==> src/rtl/core/pmat_ram.sv <==
// ----------------------------------------------------------------------------
// pmat_ram
// generic single-write, single-read ram with registered read data
// ----------------------------------------------------------------------------
module pmat_ram #(
  parameter int WIDTH = 8,
  parameter int DEPTH = 16
) (
  input  logic                                      clk,
  input  logic                                      we,
  input  logic [((DEPTH > 1) ? $clog2(DEPTH) : 1)-1:0] waddr,
  input  logic [WIDTH-1:0]                          wdata,
  input  logic                                      re,
  input  logic [((DEPTH > 1) ? $clog2(DEPTH) : 1)-1:0] raddr,
  output logic [WIDTH-1:0]                          rdata
);

  logic [WIDTH-1:0] mem [DEPTH];

  // write port
  always_ff @(posedge clk) begin
    if (we) begin
      mem[waddr] <= wdata;
    end
  end

  // registered read port, holds when not reading
  always_ff @(posedge clk) begin
    if (re) begin
      rdata <= mem[raddr];
    end
  end

endmodule

==> config.mk <==
export PLATFORM = sky130hd
export DESIGN_NAME = pmat_ram
export DESIGN_NICKNAME = d
export VERILOG_FILES = /design/src/rtl/core/pmat_ram.sv
export SDC_FILE = /design/constraint.sdc
export NUM_CORES = 1
export LEC_CHECK = 0
export ABC_AREA = 0
export BUFFER_PORTS_ARGS = -buffer_cell sky130_fd_sc_hd__buf_4
export CAP_MARGIN = 10
export CORE_AREA = 2 2 102 104
export CTS_CLUSTER_DIAMETER = 120
export CTS_CLUSTER_SIZE = 14
export DETAILED_ROUTE_END_ITERATION = 10
export DIE_AREA = 0 0 104 106
export PLACE_DENSITY_LB_ADDON = 0.1
export SLEW_MARGIN = 40
export SYNTH_ARGS = -nofsm -noshare
export SYNTH_HDL_FRONTEND = slang
export SYNTH_SLANG_ARGS = --single-unit
==> constraint.sdc <==
create_clock -name clk -period 2.2 [get_ports clk]
set_input_delay 0.33 -clock clk [delete_from_list [all_inputs] [get_ports clk]]
set_output_delay 0.33 -clock clk [all_outputs]
set_load 0.1 [all_outputs]
==> impl_metrics.csv, run 1 <==
group,metric,value,unit
setup_path,crit_family,"multiplexers",
setup_path,critPathArrivalTime,1.75,ns
power,max-vdd-ir-drop,0.488,mV
route,number_of_violations_reported_at_the_end_of_detailed_routing_iteration_0,148,
route,drcViolationCount,0,
cells_and_area,drive_above_1_share,0.327,
setup_path,critical_path_peak_fanout,1,
synthesis,synth.cell_area,5230,um^2
power,total_switching_power,1300,uW
setup_path,endpoint_kind,"flip-flop",
clock_tree,postCtsSetupRepairBufs,0,
outcome,run_status,"completed",
sta,period_needed,1.50,ns
clock_tree,numCtsBuffers,17,
setup_path,worst-path-buf-inv,0,
sta,worst_slew_pin_slew,0.492,ns
power,cellInternalPower,4780,uW
global_routing,first_pass_grt_wire_length,15200,um
clock_tree,cts_root_buf,"sky130_fd_sc_hd__clkbuf_8",
placed_design,port_buffers,26,
floorplanning,die_h,106,um
power,power_switching_share,0.214,
sta,max_freq,668,MHz
synthesis,synthDistinctLibCells,18,
job,max-cap-violations,0,
setup_path,cp_cell_sequence,"mux4_1, a22oi_1, nand2_1",
cells_and_area,flow.area_growth_from_synthesis,20.2,%
sta,timing.clock.skew,0.00913,ns
route,postRouteAntennaNets,0,
sta,final_max_slew_viol_count,0,
floorplanning,start_util,0.523,
sta,setup_viol,0,
clock_tree,cts_tree,"yes",
clock_tree,cts_buffer_depth,2,
route,detailroute.via_count,2467,
synthesis,yosys_warnings,0,
power,leakage,0.00213,uW
setup_path,crit_required,2.45,ns
cells_and_area,nFillCells,705,
power,p_comb_frac,0.061,
clock_tree,post_cts_resized,0,
placed_design,hpwl_reported_at_the_end_of_detailed_placement,6230,um
clock_tree,cts.sinks,136,
sta,slew_limit_headroom,0.671,
sta,timing.final.crit_share,0.680,
floorplanning,ioPinCount,27,
floorplanning,rows,37,
synthesis,yosys_register_bits,136,
global_routing,grt_max_degree,33,
sta,fin_ws,0.704,ns
global_routing,via_count_of_the_first_global_routing_pass,2492,
cells_and_area,num_antenna_cells,0,
synthesis,synth_cells,229,
global_routing,grt.total_usage,0.195,
synthesis,syn_avg_cell_area,22.8,um^2
setup_path,timing.critical_path.from_type,"flip-flop",
power,clkPwrFrac,0.456,
route,postRouteWirelength,9950,um
power,seqPwrFrac,0.482,
global_routing,gr-total-overflow,0,
clock_tree,cts-htree-levels,4,
placed_design,gpl.final_weighted_congestion,0.790,
setup_path,worst_path_max_delay_cell,"sky130_fd_sc_hd__mux4_1",
route,firstDrtPassIters,4,
sta,rsz0062_at_grt,"false",
cells_and_area,post-route-util,0.628,
clock_tree,cts_hold_repair.buffers,0,
setup_path,critical-path-max-stage-delay,0.50,ns
route,vias_per_cell,5.66,
synthesis,syn_nets,248,
clock_tree,clk_pin_slew,0.06,ns
floorplanning,fp.coreArea,10000,um^2
floorplanning,design.die.area,11000,um^2
floorplanning,die_w,104,um
power,pwr_density_cell,967,nW/um^2
sta,report.final.hold_viol_count,0,
route,wl_per_cell,22.8,um
synthesis,synth_seq_area_share,0.781,
cells_and_area,finalNetCount,306,
sta,fin_tns_setup,0,ns
global_routing,grt_antenna_before_repair,0,
setup_path,setup.worst_path.class,"reg -> reg",
hold_path,worst_hold_path_type,"in -> reg",
clock_tree,latest_clock_arrival_within_the_worst_skew_pair,0.51,ns
placed_design,dp_slack,0.168,ns
metrics by stage:
step / hold slack, ns / std cells / power [uW] / area, um^2
floorplan: 0.429 / 229 / 3220 / 5230
global placement: 0.639 / 404 / 3360 / 5690
CTS: 0.0972 / 436 / 6130 / 6280
detailed placement: 0.639 / 404 / 3360 / 5690
finish: 0.118 / 436 / 6080 / 6280
global route: 0.100 / 436 / 6280 / 6280
cells by family (layout without fill, tap and decap cells):
logic type | count (synthesis) | in the layout | synth area share
AOI/OAI and AO/OA | 16 | 16 | 0.0230
and+or+nand+nor | 35 | 35 | 0.0314
buffers and inverters | 10 | 81 | 0.0165
muxes | 32 | 32 | 0.148
DFF | 136 | 136 | 0.781
synth_stat cells (all sizes together):
master         number  area share
edfxtp            136        0.78
mux4               32        0.15
a22oi              16       0.023
nor2               13      0.0093
nand2               9      0.0065
buf                 7       0.011
nor3                4      0.0038
clkdlybuf4s25       3      0.0057
nand2b              2      0.0024
nand3b              2      0.0029
and2                1      0.0012
and2b               1      0.0014
nand3               1     0.00096
nor2b               1      0.0012
or3b                1      0.0017
final cells by class:
cell class | instances | area [um^2] | area share
Timing Repair Buffer | 49 | 380 | 0.0605
Tap cell | 136 | 170 | 0.0271
Clock buffer | 18 | 418 | 0.0665
Clock inverter | 14 | 174 | 0.0277
Sequential cell | 136 | 4080 | 0.650
Multi-Input combinational cell | 83 | 1060 | 0.168
flip-flops by register name, summed over array words and instances, names as in the netlist:
name and count:
mem 128, rdata 8
worst reg2reg max path, cell delays in order (launching register included):
cell,delay (ns)
sky130_fd_sc_hd__edfxtp_1,0.35
sky130_fd_sc_hd__mux4_1,0.50
sky130_fd_sc_hd__a22oi_1,0.31
sky130_fd_sc_hd__nand2_1,0.09
power groups by stage:
stage / registers (uW) / logic (uW) / clock network [uW]
2_1_floorplan: 3080 / 147 / 0
3_3_place_gp: 2990 / 372 / 0
3_5_place_dp: 2990 / 377 / 0
4_1_cts: 2930 / 378 / 2820
5_1_grt: 2940 / 398 / 2940
6_report: 2930 / 372 / 2770
layout by cell type, fill, tap and decap left out, types with 3 or more instances in the layout:
| cell type | n |
|---|---|
| sky130_fd_sc_hd__mux4_1 | 14 |
| sky130_fd_sc_hd__bufinv_16 | 3 |
| sky130_fd_sc_hd__clkbuf_16 | 16 |
| sky130_fd_sc_hd__nand2_1 | 9 |
| sky130_fd_sc_hd__a22oi_1 | 16 |
| sky130_fd_sc_hd__mux4_2 | 18 |
| sky130_fd_sc_hd__nor3_1 | 4 |
| sky130_fd_sc_hd__edfxtp_1 | 136 |
| sky130_fd_sc_hd__clkinvlp_4 | 6 |
| sky130_fd_sc_hd__nor2_1 | 13 |
| sky130_fd_sc_hd__buf_4 | 48 |
metal layers:
metal / wire length (um) / part of all wire / global-route usage / up-vias
met5: 0 / 0 / 0 / -
met4: 35 / 0.0035 / 0.0521 / 0
met3: 600 / 0.060 / 0.0552 / 2
met2: 4750 / 0.48 / 0.292 / 79
met1: 4560 / 0.46 / 0.288 / 1290
li1: - / - / - / 1096
worst paths after layout:
check | from | to | slack, ns | cells past startpoint
max | mem[1][5]$_DFFE_PP_ | rdata[5]$_DFFE_PP_ | 0.70 | 3
min | re | rdata[4]$_DFFE_PP_ | 0.12 | 1
max reg2reg | mem[1][5]$_DFFE_PP_ | rdata[5]$_DFFE_PP_ | 0.70 | 3
min reg2reg | mem[15][4]$_DFFE_PP_ | rdata[4]$_DFFE_PP_ | 0.75 | 3
No activity file was read; power rests on OpenSTA's default activity.
==> run 2: changes to the inputs <==
==> constraint.sdc (replaced) <==
create_clock -name clk -period 1.4 [get_ports clk]
set_input_delay 0.21 -clock clk [delete_from_list [all_inputs] [get_ports clk]]
set_output_delay 0.21 -clock clk [all_outputs]
set_load 0.1 [all_outputs]
==> impl_metrics.csv, run 2 (same netlist as run 1, synthesis figures left out) <==
group,metric,value,unit
outcome,run_status,"finished with violations",
outcome,failing_checks,"setup timing",
sta,timing.final.crit_share,1.01,
floorplanning,die_h,106,um
route,wl_per_cell,22.2,um
route,top_signal_layer_used,"met4",
placed_design,port_buffers,26,
clock_tree,postCtsSetupRepairBufs,0,
floorplanning,rows,37,
setup_path,setup.worst_path.class,"reg -> reg",
floorplanning,start_util,0.523,
power,max-vdd-ir-drop,0.660,mV
clock_tree,cts_root_buf,"sky130_fd_sc_hd__clkbuf_8",
job,max-cap-violations,0,
route,wl_met2,4840,um
cells_and_area,largest_registers,"mem (128), rdata (8)",
cells_and_area,layout_commonest_cell,"sky130_fd_sc_hd__edfxtp_1",
clock_tree,clk_pin_slew,0.07,ns
clock_tree,cts_buffer_depth,2,
cells_and_area,num_antenna_cells,0,
route,sum_of_routed_wire_segments_on_met1,4550,um
global_routing,grt_antenna_before_repair,0,
clock_tree,cts-htree-levels,4,
placed_design,dp.cells,410,
cells_and_area,nFillCells,712,
sta,fin_ws,-0.0159,ns
power,total_switching_power,2090,uW
power,leakage,0.00216,uW
clock_tree,cts_tree,"yes",
cells_and_area,drive_above_1_share,0.408,
power,p_comb_frac,0.067,
cells_and_area,finalNetCount,318,
cells_and_area,post-route-util,0.643,
route,dr_wl_met3,416,um
route,postRouteAntennaNets,0,
route,postRouteWirelength,9920,um
cells_and_area,top_reg_by_flops,"mem",
sta,max_freq,706,MHz
placed_design,hpwl_reported_at_the_end_of_detailed_placement,6400,um
sta,report.final.hold_viol_count,0,
sta,slew_limit_headroom,0.524,
cells_and_area,design_area,6430,um^2
setup_path,reg2reg_slack,-0.02,ns
clock_tree,numCtsBuffers,17,
placed_design,gpl.final_weighted_congestion,0.735,
cells_and_area,post_layout_nonfiller_instances,447,
setup_path,crit_required,1.65,ns
cells_and_area,most_frequent_cells_in_the_layout,"sky130_fd_sc_hd__edfxtp_1 (136), sky130_fd_sc_hd__buf_4 (47), sky130_fd_sc_hd__mux4_2 (32)",
route,vias_per_cell,5.56,
sta,final_max_slew_viol_count,0,
power,cellInternalPower,7560,uW
placed_design,placedInstanceArea,5740,um^2
floorplanning,die_w,104,um
setup_path,critPathArrivalTime,1.67,ns
setup_path,timing.critical_path.from_type,"flip-flop",
setup_path,endpoint_kind,"flip-flop",
global_routing,via_count_of_the_first_global_routing_pass,2717,
power,seqPwrFrac,0.478,
global_routing,first_pass_grt_wire_length,15500,um
floorplanning,ioPinCount,27,
power,pwr_density_cell,1500,nW/um^2
sta,worst_slew_pin_slew,0.712,ns
route,firstDrtPassIters,4,
global_routing,gr-total-overflow,0,
sta,timing.clock.skew,0.0106,ns
sta,setup_viol,1,
power,power_switching_share,0.217,
sta,rsz0062_at_grt,"true",
sta,period_needed,1.42,ns
floorplanning,design.die.area,11000,um^2
route,detailroute.via_count,2487,
route,number_of_violations_reported_at_the_end_of_detailed_routing_iteration_0,196,
hold_path,worst_hold_path_type,"in -> reg",
power,clkPwrFrac,0.454,
clock_tree,cts.sinks,136,
floorplanning,fp.coreArea,10000,um^2
cells_and_area,flow.area_growth_from_synthesis,23.0,%
clock_tree,latest_clock_arrival_within_the_worst_skew_pair,0.52,ns
placed_design,dp_slack,-0.367,ns
global_routing,grt.total_usage,0.198,
global_routing,grt_max_degree,17,
sta,fin_tns_setup,-0.0159,ns
route,drcViolationCount,0,
setup_path,critical_path_peak_fanout,1,
cells_and_area,largest_register_ff_count,128,
==> run 2: layout make-up <==
class                   instances  area (um^2)  area share
repair buffers                 61          538      0.0837
flip-flops and latches        136         4080       0.635
multi-input cells              83         1050       0.163
well taps                     136          170      0.0265
clock buffers                  17          414      0.0644
clock inverters                14          174      0.0271
==> run 2: metrics by stage <==
stage          total power, uW  hold slack (ns)
2_1_floorplan             5090            0.309
3_3_place_gp              5320            0.520
3_5_place_dp              5330            0.533
4_1_cts                   9700          0.00933
5_1_grt                   9930           0.0297
6_report                  9650           0.0211
==> run 2: layer usage <==
layer | vias to the layer above | track usage
met1 | 1301 | 0.282
met4 | 0 | 0.0724
met2 | 71 | 0.303
met5 | - | 0
met3 | 12 | 0.0466
li1 | 1103 | -
==> run 2: critical path, stage by stage, from the launching register on <==
cell and delay (ns):
sky130_fd_sc_hd__edfxtp_1 0.37, sky130_fd_sc_hd__mux4_2 0.48, sky130_fd_sc_hd__a22oi_2 0.22, sky130_fd_sc_hd__nand2_1 0.09
==> run 2: path summary, 6_finish.rpt <==
path,endpoint,from,depth (start not counted)
setup reg to reg,rdata[6]$_DFFE_PP_,mem[10][6]$_DFFE_PP_,3
hold reg to reg,rdata[4]$_DFFE_PP_,mem[4][4]$_DFFE_PP_,3
hold / removal,mem[5][2]$_DFFE_PP_,wdata[2],1
setup / recovery,rdata[6]$_DFFE_PP_,mem[10][6]$_DFFE_PP_,3
==> run 2: what timing repair did <==
action,CTS,global route
setup endpoints to repair,10,9
resized for setup,10,0
hold buffers,6,0
hold endpoints to repair,38,0
pin swaps,2,0
==> run 2: power groups by stage <==
stage / sequential, uW / clock [uW] / combinational, uW
floorplan: 4840 / 0 / 253
global placement: 4700 / 0 / 619
detailed placement: 4700 / 0 / 628
CTS: 4620 / 4430 / 659
global route: 4620 / 4610 / 694
finish: 4620 / 4380 / 649
==> run 3: changes to the inputs <==
--- a/config.mk
+++ b/config.mk
@@ -5,14 +5,16 @@
 export SDC_FILE = /design/constraint.sdc
 export NUM_CORES = 1
 export LEC_CHECK = 0
-export ABC_AREA = 0
+export ABC_AREA = 1
 export BUFFER_PORTS_ARGS = -buffer_cell sky130_fd_sc_hd__buf_4
 export CAP_MARGIN = 10
-export CORE_AREA = 2 2 102 104
+export CELL_PAD_IN_SITES_DETAIL_PLACEMENT = 2
+export CELL_PAD_IN_SITES_GLOBAL_PLACEMENT = 2
+export CORE_AREA = 2 2 123 125
 export CTS_CLUSTER_DIAMETER = 120
 export CTS_CLUSTER_SIZE = 14
 export DETAILED_ROUTE_END_ITERATION = 10
-export DIE_AREA = 0 0 104 106
+export DIE_AREA = 0 0 125 127
 export PLACE_DENSITY_LB_ADDON = 0.1
 export SLEW_MARGIN = 40
 export SYNTH_ARGS = -nofsm -noshare
==> impl_metrics.csv, run 3 <==
group,metric,value,unit
outcome,run_status,"completed",
setup_path,worst_path_max_delay_cell,"sky130_fd_sc_hd__edfxtp_1",
hold_path,hold_path_startpoint,"re",
cells_and_area,post_layout_nonfiller_instances,796,
power,max-vdd-ir-drop,0.865,mV
setup_path,crit_family,"flip-flops",
global_routing,grt_max_degree,46,
setup_path,critPathArrivalTime,1.10,ns
setup_path,critical_path_peak_fanout,1,
synthesis,postSynth.topFlopCell,"sky130_fd_sc_hd__edfxtp_1",
clock_tree,cts_tree,"yes",
sta,fin_tns_setup,0,ns
setup_path,critical-path-max-stage-delay,0.37,ns
route,postRouteWirelength,17600,um
synthesis,synth.cell_area,5850,um^2
clock_tree,clk_pin_slew,0.06,ns
clock_tree,latest_clock_arrival_within_the_worst_skew_pair,0.43,ns
sta,period_needed,1.31,ns
setup_path,setup.worst_path.start,"rdata[4]$_DFFE_PP_",
synthesis,synth_cells,551,
placed_design,gpl.final_weighted_congestion,0.798,
power,pwr_density_cell,1460,nW/um^2
setup_path,worst-path-buf-inv,1,
cells_and_area,layout_commonest_cell,"sky130_fd_sc_hd__nand2_1",
clock_tree,cts_hold_repair.buffers,0,
clock_tree,cts_root_buf,"sky130_fd_sc_hd__clkbuf_16",
job,max-cap-violations,0,
cells_and_area,nFillCells,1473,
floorplanning,design.die.area,15900,um^2
synthesis,synth.top_cells.by_area,"sky130_fd_sc_hd__edfxtp_1 (70%), sky130_fd_sc_hd__nand2_1 (11%), sky130_fd_sc_hd__nand3_1 (8.3%), sky130_fd_sc_hd__inv_1 (6.4%), sky130_fd_sc_hd__buf_6 (1.2%)",
global_routing,via_count_of_the_first_global_routing_pass,4640,
sta,report.final.hold_viol_count,0,
sta,timing.clock.skew,0.00515,ns
setup_path,r2r_start,"mem[1][7]$_DFFE_PP_",
clock_tree,cts-htree-levels,4,
global_routing,first_pass_grt_wire_length,27700,um
floorplanning,die_w,125,um
clock_tree,numCtsBuffers,17,
sta,worst_slew_pin_slew,0.318,ns
sta,max_freq,762,MHz
route,wl_per_cell,22.2,um
sta,fin_worst_hold_slack,0.105,ns
setup_path,setup.worst_path.class,"reg -> out",
placed_design,hpwl_reported_at_the_end_of_detailed_placement,10900,um
setup_path,r2r-end,"rdata[7]$_DFFE_PP_",
sta,rsz0062_at_grt,"false",
route,detailroute.via_count,4115,
hold_path,min_to,"rdata[1]$_DFFE_PP_",
synthesis,yosys_warnings,0,
sta,setup_viol,0,
synthesis,synth_seq_area_share,0.698,
cells_and_area,largest_register_ff_count,128,
sta,fin_ws,0.0874,ns
setup_path,timing.critical_path.from_type,"flip-flop",
synthesis,netlist_top_cells_count,"sky130_fd_sc_hd__nand2_1 (173), sky130_fd_sc_hd__edfxtp_1 (136), sky130_fd_sc_hd__inv_1 (100), sky130_fd_sc_hd__nand3_1 (97), sky130_fd_sc_hd__nor2_1 (17)",
floorplanning,fp.coreArea,14400,um^2
synthesis,syn_avg_cell_area,10.6,um^2
setup_path,crit_required,1.19,ns
sta,timing.final.crit_share,0.938,
cells_and_area,largest_registers,"mem (128), rdata (8)",
route,drcViolationCount,0,
synthesis,yosys_register_bits,136,
global_routing,gr-total-overflow,0,
floorplanning,ioPinCount,27,
setup_path,cp_cell_sequence,"buf_4",
cells_and_area,design_area,7040,um^2
floorplanning,rows,44,
setup_path,reg2reg_slack,0.13,ns
global_routing,grt.total_usage,0.238,
floorplanning,start_util,0.405,
route,firstDrtPassIters,4,
setup_path,worst_reg_to_reg_cells,6,
cells_and_area,flow.area_growth_from_synthesis,20.3,%
global_routing,grt_antenna_before_repair,0,
placed_design,dp.cells,764,
synthesis,number_of_enable_flip_flop_cells_after_synthesis,136,
setup_path,endpoint_kind,"output port",
route,vias_per_cell,5.17,
cells_and_area,drive_above_1_share,0.139,
clock_tree,postCtsSetupRepairBufs,0,
clock_tree,cts_buffer_depth,2,
route,postRouteAntennaNets,0,
cells_and_area,finalNetCount,618,
synthesis,syn_nets,570,
cells_and_area,most_frequent_cells_in_the_layout,"sky130_fd_sc_hd__nand2_1 (173), sky130_fd_sc_hd__edfxtp_1 (136), sky130_fd_sc_hd__inv_1 (100)",
synthesis,synthMostInstantiatedCell,"sky130_fd_sc_hd__nand2_1",
synthesis,netlist.top_cell.by_area,"sky130_fd_sc_hd__edfxtp_1",
synthesis,synthDominantCellAreaShare,0.698,
route,number_of_violations_reported_at_the_end_of_detailed_routing_iteration_0,269,
sta,final_max_slew_viol_count,0,
synthesis,async_flop_share,0,
cells_and_area,num_antenna_cells,0,
floorplanning,die_h,127,um
sta,slew_limit_headroom,0.788,
cells_and_area,top_reg_by_flops,"mem",
hold_path,min_delay_path_depth,1,
synthesis,synthDistinctLibCells,11,
clock_tree,cts.sinks,136,
placed_design,dp_slack,-0.111,ns
placed_design,port_buffers,26,
placed_design,placedInstanceArea,6400,um^2
hold_path,worst_hold_path_type,"in -> reg",
power,leakage,0.00303,uW
==> run 3: cell types whose count changed after synthesis, moves of 4 or more <==
cell / delta
sky130_fd_sc_hd__nor2_1: +4
sky130_fd_sc_hd__mux4_1: -14
sky130_fd_sc_hd__nor3_1: -4
sky130_fd_sc_hd__nand3_1: +96
sky130_fd_sc_hd__a22oi_1: -16
sky130_fd_sc_hd__buf_2: +10
sky130_fd_sc_hd__nand2_1: +164
sky130_fd_sc_hd__inv_1: +100
sky130_fd_sc_hd__mux4_2: -18
==> run 3: repair_timing <==
action / CTS / global route
hold endpoints to repair: 0 / 0
resized for setup: 0 / 1
setup endpoints to repair: 0 / 1
==> run 3: area by class of cell <==
| cell class | instances | area (um^2) | share of cell area |
|---|---|---|---|
| clock buffers | 18 | 429 | 0.0610 |
| clock inverters | 14 | 205 | 0.0292 |
| inverters | 102 | 383 | 0.0544 |
| multi-input cells | 289 | 1220 | 0.173 |
| flip-flops and latches | 136 | 4080 | 0.580 |
| well taps | 184 | 230 | 0.0327 |
| repair buffers | 53 | 485 | 0.0690 |
==> run 3: kinds of logic after synthesis <==
logic type	Yosys count	synth area share
flops	136	0.698
buf+inv	126	0.0939
simple gates	289	0.208
==> run 3: how the worst max path moves through the flow <==
stage	depth (start not counted)	to
5_1_grt	6	rdata[7]$_DFFE_PP_
6_report	1	rdata[4]
4_1_cts	6	rdata[7]$_DFFE_PP_
3_3_place_gp	8	rdata[5]$_DFFE_PP_
2_1_floorplan	2	mem[10][0]$_DFFE_PP_
3_5_place_dp	8	rdata[4]$_DFFE_PP_
==> run 3: routing by layer <==
layer  global-route usage  up-vias  wire length [um]
met5                    0        -                 0
met4               0.0843        0               265
met3               0.0507       20               742
met2                0.402       81              9080
met1                0.307     2133              7550
li1                     -     1881                 -
==> run 3: through the flow <==
| step | util | power, uW |
|---|---|---|
| 5_1_grt | 0.488 | 10600 |
| 2_1_floorplan | - | 5160 |
| 3_3_place_gp | 0.443 | 5480 |
| 3_5_place_dp | 0.443 | 5510 |
| 4_1_cts | 0.487 | 10400 |
| 6_report | 0.488 | 10300 |
==> run 3: worst reg2reg max path: stages, from the launching register on <==
cell and delay [ns]:
sky130_fd_sc_hd__edfxtp_1 0.40, sky130_fd_sc_hd__inv_1 0.09, sky130_fd_sc_hd__nand2_1 0.08, sky130_fd_sc_hd__nand3_1 0.13
sky130_fd_sc_hd__nand3_1 0.14, sky130_fd_sc_hd__nand3_2 0.13, sky130_fd_sc_hd__nand2_1 0.07
==> run 3: where the power goes <==
group	leakage, uW	switching (uW)	internal (uW)
Combinational	0.00149	590	220
Sequential	0.00124	29.6	4590
Clock	0.000305	1710	3140
Total	0.00303	2330	7940
